### src/rtl/core/usm_pkg.sv
// ----------------------------------------------------------------------------
// usm_pkg
// Shared types, constants and the Gaussian tap ROM for the unsharp mask block.
// ----------------------------------------------------------------------------
package usm_pkg;

  localparam int MAX_WIDTH    = 2048;
  localparam int MAX_HEIGHT   = 4096;
  localparam int MAX_RADIUS   = 3;
  localparam int MAX_CHANNELS = 4;
  localparam int STORE_LINES  = 2 * MAX_RADIUS + 1;
  localparam int COL_W        = $clog2(MAX_WIDTH);
  localparam int ROW_W        = $clog2(MAX_HEIGHT);
  localparam int SLOT_W       = $clog2(STORE_LINES);
  localparam int ADDR_W       = SLOT_W + COL_W;
  localparam int MEM_DEPTH    = STORE_LINES * MAX_WIDTH;
  localparam int PIX_W        = 8 * MAX_CHANNELS;

  localparam logic [11:0] RST_WIDTH   = 12'd640;
  localparam logic [12:0] RST_HEIGHT  = 13'd480;
  localparam logic [1:0]  RST_RADIUS  = 2'd1;
  localparam logic [11:0] RST_AMOUNT  = 12'd256;
  localparam logic [7:0]  RST_THRESH  = 8'd0;
  localparam logic [2:0]  RST_CHANS   = 3'd1;

  // floor(v/7) == (v*MOD7_RECIP) >> MOD7_SHIFT for v < 4096
  localparam logic [11:0] MOD7_RECIP  = 12'd2341;
  localparam int          MOD7_SHIFT  = 14;

  typedef enum logic [2:0] {
    CFG_WIDTH  = 3'd0,
    CFG_HEIGHT = 3'd1,
    CFG_RADIUS = 3'd2,
    CFG_AMOUNT = 3'd3,
    CFG_THRESH = 3'd4,
    CFG_CHANS  = 3'd5
  } cfg_idx_t;

  typedef struct packed {
    logic [11:0] w;
    logic [12:0] h;
    logic [1:0]  r;
    logic [11:0] amount;
    logic [7:0]  thresh;
    logic [2:0]  nc;
  } cfg_t;

  typedef struct packed {
    logic              wr;
    logic [SLOT_W-1:0] wr_slot;
    logic [COL_W-1:0]  wr_col;
    logic              addr;
    logic              rd;
    logic              lat_src;
    logic              clr;
    logic              acc_v;
    logic              acc_h;
    logic              blur;
    logic              sharp;
    logic              load;
    logic              last;
    logic [ROW_W-1:0]  y;
    logic [COL_W-1:0]  x;
    logic [2:0]        i;
    logic [2:0]        j;
  } cmd_t;

  // Q0.16 Gaussian taps, centre first
  function automatic logic [15:0] tap(input logic [1:0] r, input logic [1:0] k);
    logic [15:0] t;
    case ({r, k})
      4'b01_00: t = 16'd34210;
      4'b01_01: t = 16'd15663;
      4'b10_00: t = 16'd24218;
      4'b10_01: t = 16'd16021;
      4'b10_10: t = 16'd4638;
      4'b11_00: t = 16'd18876;
      4'b11_01: t = 16'd14626;
      4'b11_10: t = 16'd6804;
      4'b11_11: t = 16'd1900;
      default:  t = 16'd0;
    endcase
    return t;
  endfunction

endpackage

### src/rtl/core/usm_ctrl.sv
// ----------------------------------------------------------------------------
// usm_ctrl
// Sequencer: raster counters, output enumeration and the per-tap walk.
// ----------------------------------------------------------------------------
module usm_ctrl (
  input  logic          clk,
  input  logic          rst_n,
  input  usm_pkg::cfg_t cfg,
  input  logic          restart,
  input  logic          in_valid,
  output logic          in_ready,
  output logic          out_valid,
  input  logic          out_ready,
  output usm_pkg::cmd_t cmd
);

  typedef enum logic [11:0] {
    S_IDLE  = 12'b0000_0000_0001,
    S_SRC_A = 12'b0000_0000_0010,
    S_SRC_R = 12'b0000_0000_0100,
    S_SRC_L = 12'b0000_0000_1000,
    S_TAP_A = 12'b0000_0001_0000,
    S_TAP_R = 12'b0000_0010_0000,
    S_TAP_V = 12'b0000_0100_0000,
    S_TAP_H = 12'b0000_1000_0000,
    S_BLUR  = 12'b0001_0000_0000,
    S_SHARP = 12'b0010_0000_0000,
    S_LOAD  = 12'b0100_0000_0000,
    S_OUT   = 12'b1000_0000_0000
  } state_t;

  state_t state_r, state_nxt;

  logic [usm_pkg::ROW_W-1:0]  row_r, y_r, yend_r;
  logic [usm_pkg::COL_W-1:0]  col_r, x_r, x0_r, xend_r;
  logic [usm_pkg::SLOT_W-1:0] slot_r;
  logic [2:0]                 i_r, j_r;

  logic       accept, has_out, last_col, last_row, last, i_end, j_end;
  logic [2:0] pos_r, neg_r;

  assign in_ready  = (state_r == S_IDLE);
  assign out_valid = (state_r == S_OUT);
  assign accept    = in_valid && in_ready;
  assign pos_r     = {1'b0, cfg.r};
  assign neg_r     = 3'd0 - pos_r;
  assign has_out   = (row_r >= 12'(cfg.r)) && (col_r >= 11'(cfg.r));
  assign last_col  = ({1'b0, col_r} == (cfg.w - 12'd1));
  assign last_row  = ({1'b0, row_r} == (cfg.h - 13'd1));
  assign last      = (y_r == yend_r) && (x_r == xend_r);
  assign i_end     = (i_r == pos_r);
  assign j_end     = (j_r == pos_r);

  always_comb begin
    state_nxt = state_r;
    case (state_r)
      S_IDLE:  if (accept && has_out) state_nxt = S_SRC_A;
      S_SRC_A: state_nxt = S_SRC_R;
      S_SRC_R: state_nxt = S_SRC_L;
      S_SRC_L: state_nxt = S_TAP_A;
      S_TAP_A: state_nxt = S_TAP_R;
      S_TAP_R: state_nxt = S_TAP_V;
      S_TAP_V: state_nxt = i_end ? S_TAP_H : S_TAP_A;
      S_TAP_H: state_nxt = j_end ? S_BLUR : S_TAP_A;
      S_BLUR:  state_nxt = S_SHARP;
      S_SHARP: state_nxt = S_LOAD;
      S_LOAD:  state_nxt = S_OUT;
      S_OUT:   if (out_ready) state_nxt = last ? S_IDLE : S_SRC_A;
      default: state_nxt = S_IDLE;
    endcase
  end

  always_ff @(posedge clk) begin
    if (!rst_n) begin
      state_r <= S_IDLE;
      row_r   <= '0;
      col_r   <= '0;
      slot_r  <= '0;
    end else begin
      state_r <= state_nxt;
      if (restart) begin
        row_r  <= '0;
        col_r  <= '0;
        slot_r <= '0;
      end else if (accept) begin
        if (last_col) begin
          col_r <= '0;
          if (last_row) begin
            row_r  <= '0;
            slot_r <= '0;
          end else begin
            row_r  <= row_r + 12'd1;
            slot_r <= (slot_r == 3'(usm_pkg::STORE_LINES - 1)) ? 3'd0 : slot_r + 3'd1;
          end
        end else begin
          col_r <= col_r + 11'd1;
        end
      end
    end
  end

  always_ff @(posedge clk) begin
    if (accept) begin
      y_r    <= row_r - 12'(cfg.r);
      x_r    <= col_r - 11'(cfg.r);
      x0_r   <= col_r - 11'(cfg.r);
      yend_r <= last_row ? row_r : row_r - 12'(cfg.r);
      xend_r <= last_col ? col_r : col_r - 11'(cfg.r);
      i_r    <= 3'd0;
      j_r    <= 3'd0;
    end
    case (state_r)
      S_SRC_R: begin
        i_r <= neg_r;
        j_r <= neg_r;
      end
      S_TAP_V: if (!i_end) i_r <= i_r + 3'd1;
      S_TAP_H: if (!j_end) begin
        j_r <= j_r + 3'd1;
        i_r <= neg_r;
      end
      S_OUT: if (out_ready && !last) begin
        i_r <= 3'd0;
        j_r <= 3'd0;
        if (x_r == xend_r) begin
          x_r <= x0_r;
          y_r <= y_r + 12'd1;
        end else begin
          x_r <= x_r + 11'd1;
        end
      end
      default: ;
    endcase
  end

  always_comb begin
    cmd.wr      = accept;
    cmd.wr_slot = slot_r;
    cmd.wr_col  = col_r;
    cmd.addr    = (state_r == S_SRC_A) || (state_r == S_TAP_A);
    cmd.rd      = (state_r == S_SRC_R) || (state_r == S_TAP_R);
    cmd.lat_src = (state_r == S_SRC_L);
    cmd.clr     = (state_r == S_SRC_R);
    cmd.acc_v   = (state_r == S_TAP_V);
    cmd.acc_h   = (state_r == S_TAP_H);
    cmd.blur    = (state_r == S_BLUR);
    cmd.sharp   = (state_r == S_SHARP);
    cmd.load    = (state_r == S_LOAD);
    cmd.last    = last;
    cmd.y       = y_r;
    cmd.x       = x_r;
    cmd.i       = i_r;
    cmd.j       = j_r;
  end

endmodule

### config.mk
export PLATFORM = sky130hd
export DESIGN_NAME = usm_ctrl
export DESIGN_NICKNAME = d
export VERILOG_FILES = /design/src/rtl/core/usm_pkg.sv /design/src/rtl/core/usm_ctrl.sv
export SDC_FILE = /design/constraint.sdc
export NUM_CORES = 1
export LEC_CHECK = 0
export BUFFER_PORTS_ARGS = -buffer_cell sky130_fd_sc_hd__buf_2
export CORE_AREA = 2 2 107 109
export CTS_CLUSTER_DIAMETER = 150
export CTS_CLUSTER_SIZE = 14
export DETAILED_ROUTE_END_ITERATION = 12
export DIE_AREA = 0 0 109 111
export PLACE_DENSITY = 0.88
export SKIP_LAST_GASP = 1
export SLEW_MARGIN = 20
export SYNTH_ARGS = -nofsm -noshare
export SYNTH_HDL_FRONTEND = slang
export SYNTH_SLANG_ARGS = --single-unit
export TNS_END_PERCENT = 5
### constraint.sdc
create_clock -name clk -period 11.1 [get_ports clk]
set_input_delay 1.665 -clock clk [delete_from_list [all_inputs] [get_ports clk]]
set_output_delay 1.665 -clock clk [all_outputs]
set_load 0.01 [all_outputs]
==> reports/results.txt <==
Status = finished, final reports clean
Initial DRT Pass Iterations = 5
Post-synth top area cell = dfxtp_1
Post-synth EDFFs = 34
Pins over their slew limit = 0
I/O Pins = 111
# resized after CTS = 0
Int Pwr = 811 uW
Die area = 12,100 sq um
Cts hold-fix bufs = 0
DP Wirelength = 11,400 um
Post-synthesis mux area share = 0.0412
Core area = 11,100 sq um
Sw Share = 0.374
Max FO, Critical Path = 19
Vias/cell = 6.12
Reg2reg start = row_r[5]
Syn nets = 828
Initial antenna violation count = 0
CTS max path bufs = 2
Final period utilization = 0.442
Total wire length = 16,000 um
Flops & latches, synth = 101
Largest net degree at the start of global routing = 54
Post-synth top area share = 0.202
Reg power frac = 0.433
First-pass GRT wire length = 26,100 um
Slew @ Worst Pin = 1.07 ns
Pwr dens = 175 nW/um^2
Height of the chip = 111 um
Clock group share of total power = 0.232
Hold Path Stages = 1
Hold Startpoint = state_r[4]
Final hold vios = 0
CP Capture Type = flip-flop
# setup viols final = 0
Main combinational cell family by area after synthesis = simple AND/OR/NAND/NOR gates
Max-cap violations = 0
Critical Path AT = 5.21 ns
Diode count = 0
Area growth syn-to-layout = 11.2%
Setup_tns = 0 ns
Net switching power = 484 uW
Final worst setup slack = 6.19 ns
Reg2Reg Setup Slack = 7.75 ns
Post-Syn Instances = 758
Cell row count = 39
Critical path required time = 11.40 ns
Ys async rst share = 0
CTS root buffer = clkbuf_16
Yosys cell types = 69
Rel. slew slack = 0.283
Post-CTS Setup Bufs = 0
CTS clk-pin slew, worst paths = 0.07 ns
Leak pwr = 3.04 nW
Initial DRC Count = 532
Critical path startpoint category = input pin
Cell with the most instances after synthesis = nor2_1
CTS Sinks = 101
Port Buffers = 87
Post-placement setup slack = 5.82 ns
Fraction of layout cells with a size suffix above 1 = 0.151
DRC = 0
Post-Syn Area = 6650 sq um
DR vias = 5,878
CTS Buf Count = 9
Final global-route overflow total = 0
Power share of the combinational group = 0.335
Sequential share of the synthesized area = 0.355
Fmax = 204 MHz
GRT Total Usage = 0.270
H-tree Lvls = 3
Number of global-route vias before repair = 5,425
Yosys warns = 0
Synth cell count leaders = nor2_1, dfxtp_1, xor2_1
Path depth of the worst reg2reg path = 6
RSZ-0062 raised after global routing = no
Clk_lat worst skew = 0.36 ns
Post-layout net count = 882
CTS tree = done
Synth Flop Type = dfxtp_1
Critical path origin = cfg[38]
Synth Area in Adders = 0.0305
Crit path time final = 4.91 ns
Initial Util = 0.601
Synth Area in Compound Gates = 0.120
Synth Area per Inst = 8.78 sq um
Die X = 109 um
Hold Crit Class = flip-flop to flip-flop
Post-synthesis simple-gate area fraction = 0.267
Worst vdd ir = 0.0974 mV
Top post-synthesis cells by area = dfxtp_1, edfxtp_1, xor2_1
Post-synthesis xor/xnor area fraction = 0.145
Crit Path Class = input pin to flip-flop
Clock skew = 0.00991 ns
GPL Wtd Cong = 0.979
Antenna viol nets, final = 0
Avg WL per Cell = 16.7 um
## worst max-delay path, stage by stage
cell	delay, ns
buf_2	0.14
inv_1	0.06
ha_1	0.22
nor4b_1	0.68
a21oi_1	0.17
nor4b_1	0.26
o211ai_1	0.19
or3_1	0.67
nor3_2	0.84
mux2_2	0.29
## area by class of cell
cell class                 count  area (sq um)
inverter                      22          82.6
clock buffer                  11           243
timing repair buffer          90           458
sequential                   101          2360
multi-input combinational    588          4040
fill                         861          3680
tap                          143           179
clock inverter                 5          35.0
## cells in the final DEF (no fill, tap or decap), types with 8 or more instances in the layout
| cell | n |
|---|---|
| edfxtp_1 | 34 |
| xnor2_1 | 43 |
| and3_1 | 21 |
| clkbuf_16 | 9 |
| nor4_1 | 15 |
| o22ai_1 | 10 |
| xor2_1 | 67 |
| nand3_1 | 26 |
| a22o_1 | 11 |
| o21ai_0 | 14 |
| nor2_1 | 76 |
| ha_1 | 13 |
| a221oi_1 | 8 |
| or3_1 | 9 |
| a21oi_1 | 24 |
| nor3b_1 | 12 |
| a211oi_1 | 9 |
| mux2i_1 | 24 |
| nand4_1 | 13 |
| nand2_1 | 44 |
| nor2b_1 | 15 |
| dfxtp_1 | 67 |
| buf_2 | 87 |
| nor3_1 | 24 |
| nand2b_1 | 9 |
| inv_1 | 21 |
| and2_1 | 10 |
## cell families after synthesis
logic type | Yosys count
adder cells (fa/ha/maj) | 15
multiplexers | 27
buffers and inverters | 69
AO/OA/AOI/OAI | 113
XOR/XNOR | 110
AND/OR/NAND/NOR | 323
flip-flops | 101
## path summary, 6_finish.rpt
| check | to |
|---|---|
| setup / recovery | row_r[0] |
| hold / removal | state_r[2] |
| setup reg to reg | row_r[0] |
| hold reg to reg | state_r[2] |
## layer usage
metal / track usage / share of wire
met5: 0 / 0
met4: 0.103 / 0.021
met3: 0.0529 / 0.077
met2: 0.424 / 0.48
met1: 0.365 / 0.43
## registers in the layout, summed over array words and instances (netlist names)
name / count
row_r: 12
yend_r: 12
slot_r: 3
x0_r: 11
xend_r: 11
j_r: 3
state_r: 12
col_r: 11
y_r: 12
x_r: 11
i_r: 3
## per-stage QoR
step                power (mW)  cells  hold slack, ns  utilization  instance area [sq um]
detailed placement       0.990    944           0.502        0.641                   7110
CTS                       1.29    960           0.502        0.667                   7380
global route              1.37    960           0.525        0.668                   7400
finish                    1.30    960           0.502        0.668                   7400
global placement         0.973    944           0.493        0.641                   7110
floorplan                0.852    758           0.470            -                   6650
## power groups by stage
stage	Sequential [mW]	Combinational (mW)	Clock, mW
4_1_cts	0.559	0.432	0.301
2_1_floorplan	0.556	0.296	0
3_3_place_gp	0.562	0.411	0
3_5_place_dp	0.565	0.425	0
6_report	0.561	0.433	0.301
5_1_grt	0.570	0.482	0.315
Note: power is estimated with default switching activity, not from simulation.
