File: src/rtl/core/usm_pkg.sv
// ----------------------------------------------------------------------------
// usm_pkg
// Shared types, constants and the Gaussian tap ROM for the unsharp mask block.
// ----------------------------------------------------------------------------
package usm_pkg;

  localparam int MAX_WIDTH    = 2048;
  localparam int MAX_HEIGHT   = 4096;
  localparam int MAX_RADIUS   = 3;
  localparam int MAX_CHANNELS = 4;
  localparam int STORE_LINES  = 2 * MAX_RADIUS + 1;
  localparam int COL_W        = $clog2(MAX_WIDTH);
  localparam int ROW_W        = $clog2(MAX_HEIGHT);
  localparam int SLOT_W       = $clog2(STORE_LINES);
  localparam int ADDR_W       = SLOT_W + COL_W;
  localparam int MEM_DEPTH    = STORE_LINES * MAX_WIDTH;
  localparam int PIX_W        = 8 * MAX_CHANNELS;

  localparam logic [11:0] RST_WIDTH   = 12'd640;
  localparam logic [12:0] RST_HEIGHT  = 13'd480;
  localparam logic [1:0]  RST_RADIUS  = 2'd1;
  localparam logic [11:0] RST_AMOUNT  = 12'd256;
  localparam logic [7:0]  RST_THRESH  = 8'd0;
  localparam logic [2:0]  RST_CHANS   = 3'd1;

  // floor(v/7) == (v*MOD7_RECIP) >> MOD7_SHIFT for v < 4096
  localparam logic [11:0] MOD7_RECIP  = 12'd2341;
  localparam int          MOD7_SHIFT  = 14;

  typedef enum logic [2:0] {
    CFG_WIDTH  = 3'd0,
    CFG_HEIGHT = 3'd1,
    CFG_RADIUS = 3'd2,
    CFG_AMOUNT = 3'd3,
    CFG_THRESH = 3'd4,
    CFG_CHANS  = 3'd5
  } cfg_idx_t;

  typedef struct packed {
    logic [11:0] w;
    logic [12:0] h;
    logic [1:0]  r;
    logic [11:0] amount;
    logic [7:0]  thresh;
    logic [2:0]  nc;
  } cfg_t;

  typedef struct packed {
    logic              wr;
    logic [SLOT_W-1:0] wr_slot;
    logic [COL_W-1:0]  wr_col;
    logic              addr;
    logic              rd;
    logic              lat_src;
    logic              clr;
    logic              acc_v;
    logic              acc_h;
    logic              blur;
    logic              sharp;
    logic              load;
    logic              last;
    logic [ROW_W-1:0]  y;
    logic [COL_W-1:0]  x;
    logic [2:0]        i;
    logic [2:0]        j;
  } cmd_t;

  // Q0.16 Gaussian taps, centre first
  function automatic logic [15:0] tap(input logic [1:0] r, input logic [1:0] k);
    logic [15:0] t;
    case ({r, k})
      4'b01_00: t = 16'd34210;
      4'b01_01: t = 16'd15663;
      4'b10_00: t = 16'd24218;
      4'b10_01: t = 16'd16021;
      4'b10_10: t = 16'd4638;
      4'b11_00: t = 16'd18876;
      4'b11_01: t = 16'd14626;
      4'b11_10: t = 16'd6804;
      4'b11_11: t = 16'd1900;
      default:  t = 16'd0;
    endcase
    return t;
  endfunction

endpackage

File: src/rtl/core/usm_cfg_if.sv
// ----------------------------------------------------------------------------
// usm_cfg_if
// Configuration write channel: valid/ready with register index and data.
// ----------------------------------------------------------------------------
interface usm_cfg_if;
  logic        valid;
  logic        ready;
  logic [2:0]  index;
  logic [12:0] data;

  modport source (output valid, index, data, input ready);
  modport sink   (input valid, index, data, output ready);
endinterface

File: src/rtl/core/usm_cfg_regs.sv
// ----------------------------------------------------------------------------
// usm_cfg_regs
// Configuration registers with range clamping and frame restart strobe.
// ----------------------------------------------------------------------------
module usm_cfg_regs (
  input  logic           clk,
  input  logic           rst_n,
  usm_cfg_if.sink        cfg_wr,
  output usm_pkg::cfg_t  cfg,
  output logic           restart
);

  logic [11:0] width_r;
  logic [12:0] height_r;
  logic [1:0]  radius_r;
  logic [11:0] amount_r;
  logic [7:0]  thresh_r;
  logic [2:0]  chans_r;

  assign cfg_wr.ready = 1'b1;

  always_ff @(posedge clk) begin
    if (!rst_n) begin
      width_r  <= usm_pkg::RST_WIDTH;
      height_r <= usm_pkg::RST_HEIGHT;
      radius_r <= usm_pkg::RST_RADIUS;
      amount_r <= usm_pkg::RST_AMOUNT;
      thresh_r <= usm_pkg::RST_THRESH;
      chans_r  <= usm_pkg::RST_CHANS;
    end else if (cfg_wr.valid) begin
      case (cfg_wr.index)
        usm_pkg::CFG_WIDTH:  width_r  <= cfg_wr.data[11:0];
        usm_pkg::CFG_HEIGHT: height_r <= cfg_wr.data[12:0];
        usm_pkg::CFG_RADIUS: radius_r <= cfg_wr.data[1:0];
        usm_pkg::CFG_AMOUNT: amount_r <= cfg_wr.data[11:0];
        usm_pkg::CFG_THRESH: thresh_r <= cfg_wr.data[7:0];
        usm_pkg::CFG_CHANS:  chans_r  <= cfg_wr.data[2:0];
        default: ;
      endcase
    end
  end

  always_comb begin
    case (cfg_wr.index)
      usm_pkg::CFG_WIDTH, usm_pkg::CFG_HEIGHT, usm_pkg::CFG_RADIUS,
      usm_pkg::CFG_AMOUNT, usm_pkg::CFG_THRESH, usm_pkg::CFG_CHANS: restart = cfg_wr.valid;
      default: restart = 1'b0;
    endcase
  end

  always_comb begin
    cfg.w = (width_r < 12'd8) ? 12'd8 :
            (width_r > 12'(usm_pkg::MAX_WIDTH)) ? 12'(usm_pkg::MAX_WIDTH) : width_r;
    cfg.h = (height_r < 13'd8) ? 13'd8 :
            (height_r > 13'(usm_pkg::MAX_HEIGHT)) ? 13'(usm_pkg::MAX_HEIGHT) : height_r;
    cfg.r = (radius_r == 2'd0) ? 2'd1 : radius_r;
    cfg.amount = amount_r;
    cfg.thresh = thresh_r;
    cfg.nc = (chans_r == 3'd0) ? 3'd1 :
             (chans_r > 3'(usm_pkg::MAX_CHANNELS)) ? 3'(usm_pkg::MAX_CHANNELS) : chans_r;
  end

endmodule

File: src/flat_wrapper.sv
// flat-port wrapper written by rule: the top's interface ports become plain ports
module usm_cfg_regs_flat 
  (clk, rst_n, cfg, restart, cfg_wr_valid, cfg_wr_index, cfg_wr_data, cfg_wr_ready);
  usm_cfg_if cfg_wr_i ();
  input  logic clk;
  input  logic rst_n;
  output usm_pkg::cfg_t cfg;
  output logic restart;
  input wire logic [$bits(cfg_wr_i.valid)-1:0] cfg_wr_valid;
  input wire logic [$bits(cfg_wr_i.index)-1:0] cfg_wr_index;
  input wire logic [$bits(cfg_wr_i.data)-1:0] cfg_wr_data;
  output wire logic [$bits(cfg_wr_i.ready)-1:0] cfg_wr_ready;
  assign cfg_wr_i.valid = cfg_wr_valid;
  assign cfg_wr_i.index = cfg_wr_index;
  assign cfg_wr_i.data = cfg_wr_data;
  assign cfg_wr_ready = cfg_wr_i.ready;
  usm_cfg_regs u_core (.clk(clk), .rst_n(rst_n), .cfg_wr(cfg_wr_i), .cfg(cfg), .restart(restart));
endmodule
File: config.mk
export PLATFORM = sky130hd
export DESIGN_NAME = usm_cfg_regs_flat
export DESIGN_NICKNAME = d
export VERILOG_FILES = /design/src/rtl/core/usm_pkg.sv /design/src/rtl/core/usm_cfg_if.sv /design/src/rtl/core/usm_cfg_regs.sv /design/src/flat_wrapper.sv
export SDC_FILE = /design/constraint.sdc
export NUM_CORES = 1
export LEC_CHECK = 0
export ABC_AREA = 1
export BUFFER_PORTS_ARGS = -buffer_cell sky130_fd_sc_hd__buf_2
export CELL_PAD_IN_SITES_DETAIL_PLACEMENT = 1
export CELL_PAD_IN_SITES_GLOBAL_PLACEMENT = 2
export CORE_ASPECT_RATIO = 0.7
export CORE_MARGIN = 10
export CORE_UTILIZATION = 29
export DETAILED_ROUTE_END_ITERATION = 12
export GPL_TIMING_DRIVEN = 0
export MAX_ROUTING_LAYER = met4
export PLACE_DENSITY_LB_ADDON = 0.1
export SKIP_CTS_REPAIR_TIMING = 1
export SLEW_MARGIN = 10
export SYNTH_ARGS = -nofsm -noshare
export SYNTH_HDL_FRONTEND = slang
export SYNTH_SLANG_ARGS = --single-unit
File: constraint.sdc
create_clock -name clk -period 2.1 [get_ports clk]
set_clock_uncertainty 0.05 [all_clocks]
set_input_delay 0.105 -clock clk [delete_from_list [all_inputs] [get_ports clk]]
set_output_delay 0.105 -clock clk [all_outputs]
set_load 0.02 [all_outputs]
==> flow_results.xml <==
<?xml version="1.0" encoding="UTF-8"?>
<metrics>
  <group name="pwr">
    <metric name="leakagePower" unit="nW">1.33</metric>
    <metric name="power_per_standard_cell_area" unit="nW/um2">664</metric>
    <metric name="worst_ir_drop_vdd" unit="uV">270</metric>
  </group>
  <group name="final_layout">
    <metric name="antenna-diode-count" unit="">0</metric>
    <metric name="commonest_cells_after_routing_fill_and_taps_aside" unit="">sky130_fd_sc_hd__buf_2, sky130_fd_sc_hd__nand2_1, sky130_fd_sc_hd__dfxtp_1</metric>
    <metric name="finish.net_count" unit="">391</metric>
    <metric name="syn2layout_area_growth" unit="%">25.6</metric>
    <metric name="register_area" unit="um2">1000</metric>
    <metric name="finish.instance_area" unit="um2">2790</metric>
    <metric name="fillers" unit="">966</metric>
    <metric name="share_of_post_route_cells_with_drive_strength_above_1" unit="%">31.9</metric>
    <metric name="commonest_non_fill_non_tap_cell_in_the_layout" unit="">sky130_fd_sc_hd__buf_2</metric>
    <metric name="multi_input_comb_area" unit="um2">1010</metric>
  </group>
  <group name="die">
    <metric name="die_height" unit="um">93.3</metric>
    <metric name="std_cell_rows" unit="">26</metric>
    <metric name="die_area" unit="um2">11600</metric>
    <metric name="fp.dieW" unit="um">125</metric>
    <metric name="initial_utilization" unit="%">30.1</metric>
    <metric name="io_pins" unit="">71</metric>
    <metric name="coreArea" unit="um2">7380</metric>
  </group>
  <group name="critical_path">
    <metric name="crit_arrival" unit="ps">1620</metric>
    <metric name="ff2ff_setup_slack" unit="ps">1240</metric>
    <metric name="reg2reg_from" unit="">u_core.height_r[12]</metric>
    <metric name="timing.critical_path.fanout_max" unit="">4</metric>
    <metric name="crit_required" unit="ps">1950</metric>
    <metric name="crit_path_end_kind" unit="">output port</metric>
    <metric name="r2r-end" unit="">u_core.height_r[12]</metric>
    <metric name="start_kind" unit="">register</metric>
    <metric name="critPathKind" unit="">register to output port</metric>
    <metric name="timing.reg2reg.worst_path_depth" unit="">3</metric>
  </group>
  <group name="routing">
    <metric name="postRouteWirelength" unit="um">7510</metric>
    <metric name="drc" unit="">0</metric>
    <metric name="vias_per_cell" unit="">4.59</metric>
    <metric name="dr.pass1.iters" unit="">4</metric>
    <metric name="detail-route-antenna-nets" unit="">0</metric>
    <metric name="via_count" unit="">2160</metric>
    <metric name="drtIter0Drc" unit="">83</metric>
    <metric name="drt-wirelength-per-cell" unit="um">15.9</metric>
  </group>
  <group name="worst_hold_path">
    <metric name="hold_path_startpoint" unit="">cfg_wr_data[3]</metric>
    <metric name="hold_path_end" unit="">u_core.amount_r[3]</metric>
    <metric name="min_path_cells" unit="">3</metric>
    <metric name="min_path_type" unit="">input port to register</metric>
  </group>
  <group name="cts">
    <metric name="htree_levels" unit="">2</metric>
    <metric name="worst_skew_pair.late_latency" unit="ps">300</metric>
    <metric name="cts_buffers" unit="">5</metric>
    <metric name="cts.sinks" unit="">50</metric>
    <metric name="cts_buffer_depth" unit="">2</metric>
    <metric name="clockRootBuffer" unit="">sky130_fd_sc_hd__clkbuf_8</metric>
    <metric name="tritoncts_clock_tree" unit="">done</metric>
    <metric name="path_clk_slew" unit="ps">100</metric>
  </group>
  <group name="grt">
    <metric name="grt_use_total" unit="%">13.1</metric>
    <metric name="first_pass_grt_wire_length" unit="um">12300</metric>
    <metric name="first_global_vias" unit="">2340</metric>
    <metric name="initial_antenna_violation_count" unit="">0</metric>
    <metric name="grt_remaining_overflow" unit="">0</metric>
    <metric name="maximum_number_of_pins_on_one_net_before_global_route_repair" unit="">15</metric>
  </group>
  <group name="synthesis">
    <metric name="synthesis.area" unit="um2">2220</metric>
    <metric name="synthesis.instances" unit="">295</metric>
    <metric name="synth_area_per_cell" unit="um2">7.54</metric>
    <metric name="yosysSeqAreaShare" unit="%">45.0</metric>
    <metric name="yosys_warnings" unit="">0</metric>
    <metric name="syn_nets" unit="">314</metric>
    <metric name="synth_cell_types" unit="">26</metric>
    <metric name="ys_ff_latch" unit="">50</metric>
  </group>
  <group name="timing">
    <metric name="fmaxAchievable" unit="MHz">565</metric>
    <metric name="period_minus_slack" unit="ps">1770</metric>
    <metric name="finalSetupViolations" unit="">0</metric>
    <metric name="final_min_period_over_clock_period" unit="%">84.3</metric>
    <metric name="fin_tns_setup" unit="ps">0</metric>
    <metric name="hold_viol_final" unit="">0</metric>
    <metric name="worst_pin_slew" unit="ps">665</metric>
    <metric name="setup_repair_after_global_routing_missed_its_margin" unit="">no</metric>
    <metric name="worst_slew_margin_rel" unit="%">55.7</metric>
    <metric name="final-max-slew-violation-count" unit="">0</metric>
  </group>
  <group name="run">
    <metric name="timing.max_cap.violations" unit="">0</metric>
  </group>
  <group name="placed_design">
    <metric name="finalWeightedCongestion" unit="">0.756</metric>
    <metric name="numPortBuffers" unit="">69</metric>
    <metric name="dpl-instance-area" unit="um2">2690</metric>
    <metric name="place.detailed.hpwl" unit="um">5960</metric>
  </group>
  <group name="run_status">
    <metric name="run_status" unit="">finished, final reports clean</metric>
  </group>
</metrics>
## kinds of logic (layout without fill, tap and decap cells)
family                 count (synthesis)  after routing  synth area share [%]
buffers and inverters                 49            127                  9.62
AO/OA/AOI/OAI                         85             85                  22.9
AND/OR/NAND/NOR                      110            110                  22.3
flip-flops                            50             50                  45.0
other                                  1              1                 0.169
## layer usage
layer / global-route usage, % / vias up / share of wire [%]
met3: 3.33 / 4 / 4.2
met5: - / - / 0
met4: 3.29 / 0 / 0.71
met2: 20.1 / 42 / 43
met1: 17.0 / 1019 / 52
li1: - / 1095 / -
## how the worst max path moves through the flow
stage                  startpoint  endpoint  slack (ps)  cells past startpoint
2_1_floorplan  u_core.height_r[3]   cfg[29]         720                      5
3_3_place_gp   u_core.height_r[3]   cfg[34]         660                      6
3_5_place_dp    u_core.width_r[6]   cfg[38]         630                      7
4_1_cts         u_core.width_r[6]   cfg[38]         280                      7
5_1_grt         u_core.width_r[6]   cfg[40]         170                      7
6_report        u_core.width_r[6]   cfg[38]         330                      7
## cells in the mapped netlist
cell type,count,area share (%)
sky130_fd_sc_hd__o211ai_1,7,2.4
sky130_fd_sc_hd__nor2_1,37,6.2
sky130_fd_sc_hd__a31oi_1,1,0.28
sky130_fd_sc_hd__dfxtp_1,50,45
sky130_fd_sc_hd__nor2_2,1,0.28
sky130_fd_sc_hd__nand4_1,1,0.28
sky130_fd_sc_hd__nand2_1,50,8.4
sky130_fd_sc_hd__buf_6,2,1.0
sky130_fd_sc_hd__nand3_1,5,1.1
sky130_fd_sc_hd__conb_1,1,0.17
sky130_fd_sc_hd__a21boi_0,7,2.4
sky130_fd_sc_hd__o21ai_0,21,4.7
sky130_fd_sc_hd__nand2_4,1,0.51
sky130_fd_sc_hd__o21ai_1,9,2.0
sky130_fd_sc_hd__clkinv_2,1,0.22
sky130_fd_sc_hd__buf_2,5,1.1
sky130_fd_sc_hd__clkbuf_1,8,1.4
sky130_fd_sc_hd__inv_1,27,4.6
sky130_fd_sc_hd__nor2_4,3,1.5
sky130_fd_sc_hd__nand3_4,1,0.79
sky130_fd_sc_hd__a21boi_2,1,0.51
sky130_fd_sc_hd__a21oi_1,28,6.3
sky130_fd_sc_hd__buf_4,2,0.68
sky130_fd_sc_hd__inv_2,4,0.68
sky130_fd_sc_hd__a21oi_2,11,4.3
sky130_fd_sc_hd__nand2_2,11,3.1
## worst max-delay path, cell delays in order, from the launching register on
cell	delay (ps)
sky130_fd_sc_hd__dfxtp_1	310
sky130_fd_sc_hd__inv_1	90
sky130_fd_sc_hd__nand2_1	60
sky130_fd_sc_hd__nor2_1	250
sky130_fd_sc_hd__nand4_1	250
sky130_fd_sc_hd__nand2_1	140
sky130_fd_sc_hd__nor2_1	50
sky130_fd_sc_hd__buf_2	180
## power breakdown
group	switching, mW	internal [mW]
clock network	0.325	0.267
registers	0.0197	0.978
logic	0.181	0.0847
total	0.526	1.33
## sequential cells by signal, summed over array words and instances, names as in the netlist
name / flops
u_core.amount_r: 12
u_core.radius_r: 2
u_core.height_r: 13
u_core.width_r: 12
u_core.chans_r: 3
u_core.thresh_r: 8
## layout make-up
type / instances / share of cell area, %
flip-flops and latches: 50 / 35.8
clock buffers: 7 / 3.09
inverters: 32 / 4.35
repair buffers: 70 / 12.7
plain buffers: 17 / 3.32
clock inverters: 1 / 0.179
well taps: 98 / 4.39
multi-input cells: 196 / 36.1
## metrics by stage
stage	setup WS (ps)	hold WS, ps	util [%]	power (mW)	std cells
2_1_floorplan	721	168	-	1.18	295
3_3_place_gp	665	316	36.4	1.29	462
3_5_place_dp	634	324	36.4	1.29	462
4_1_cts	281	-3.36	37.7	1.88	470
5_1_grt	172	3.98	37.8	1.96	471
6_report	330	6.13	37.8	1.86	471
Power figures use the tool's default switching activity.
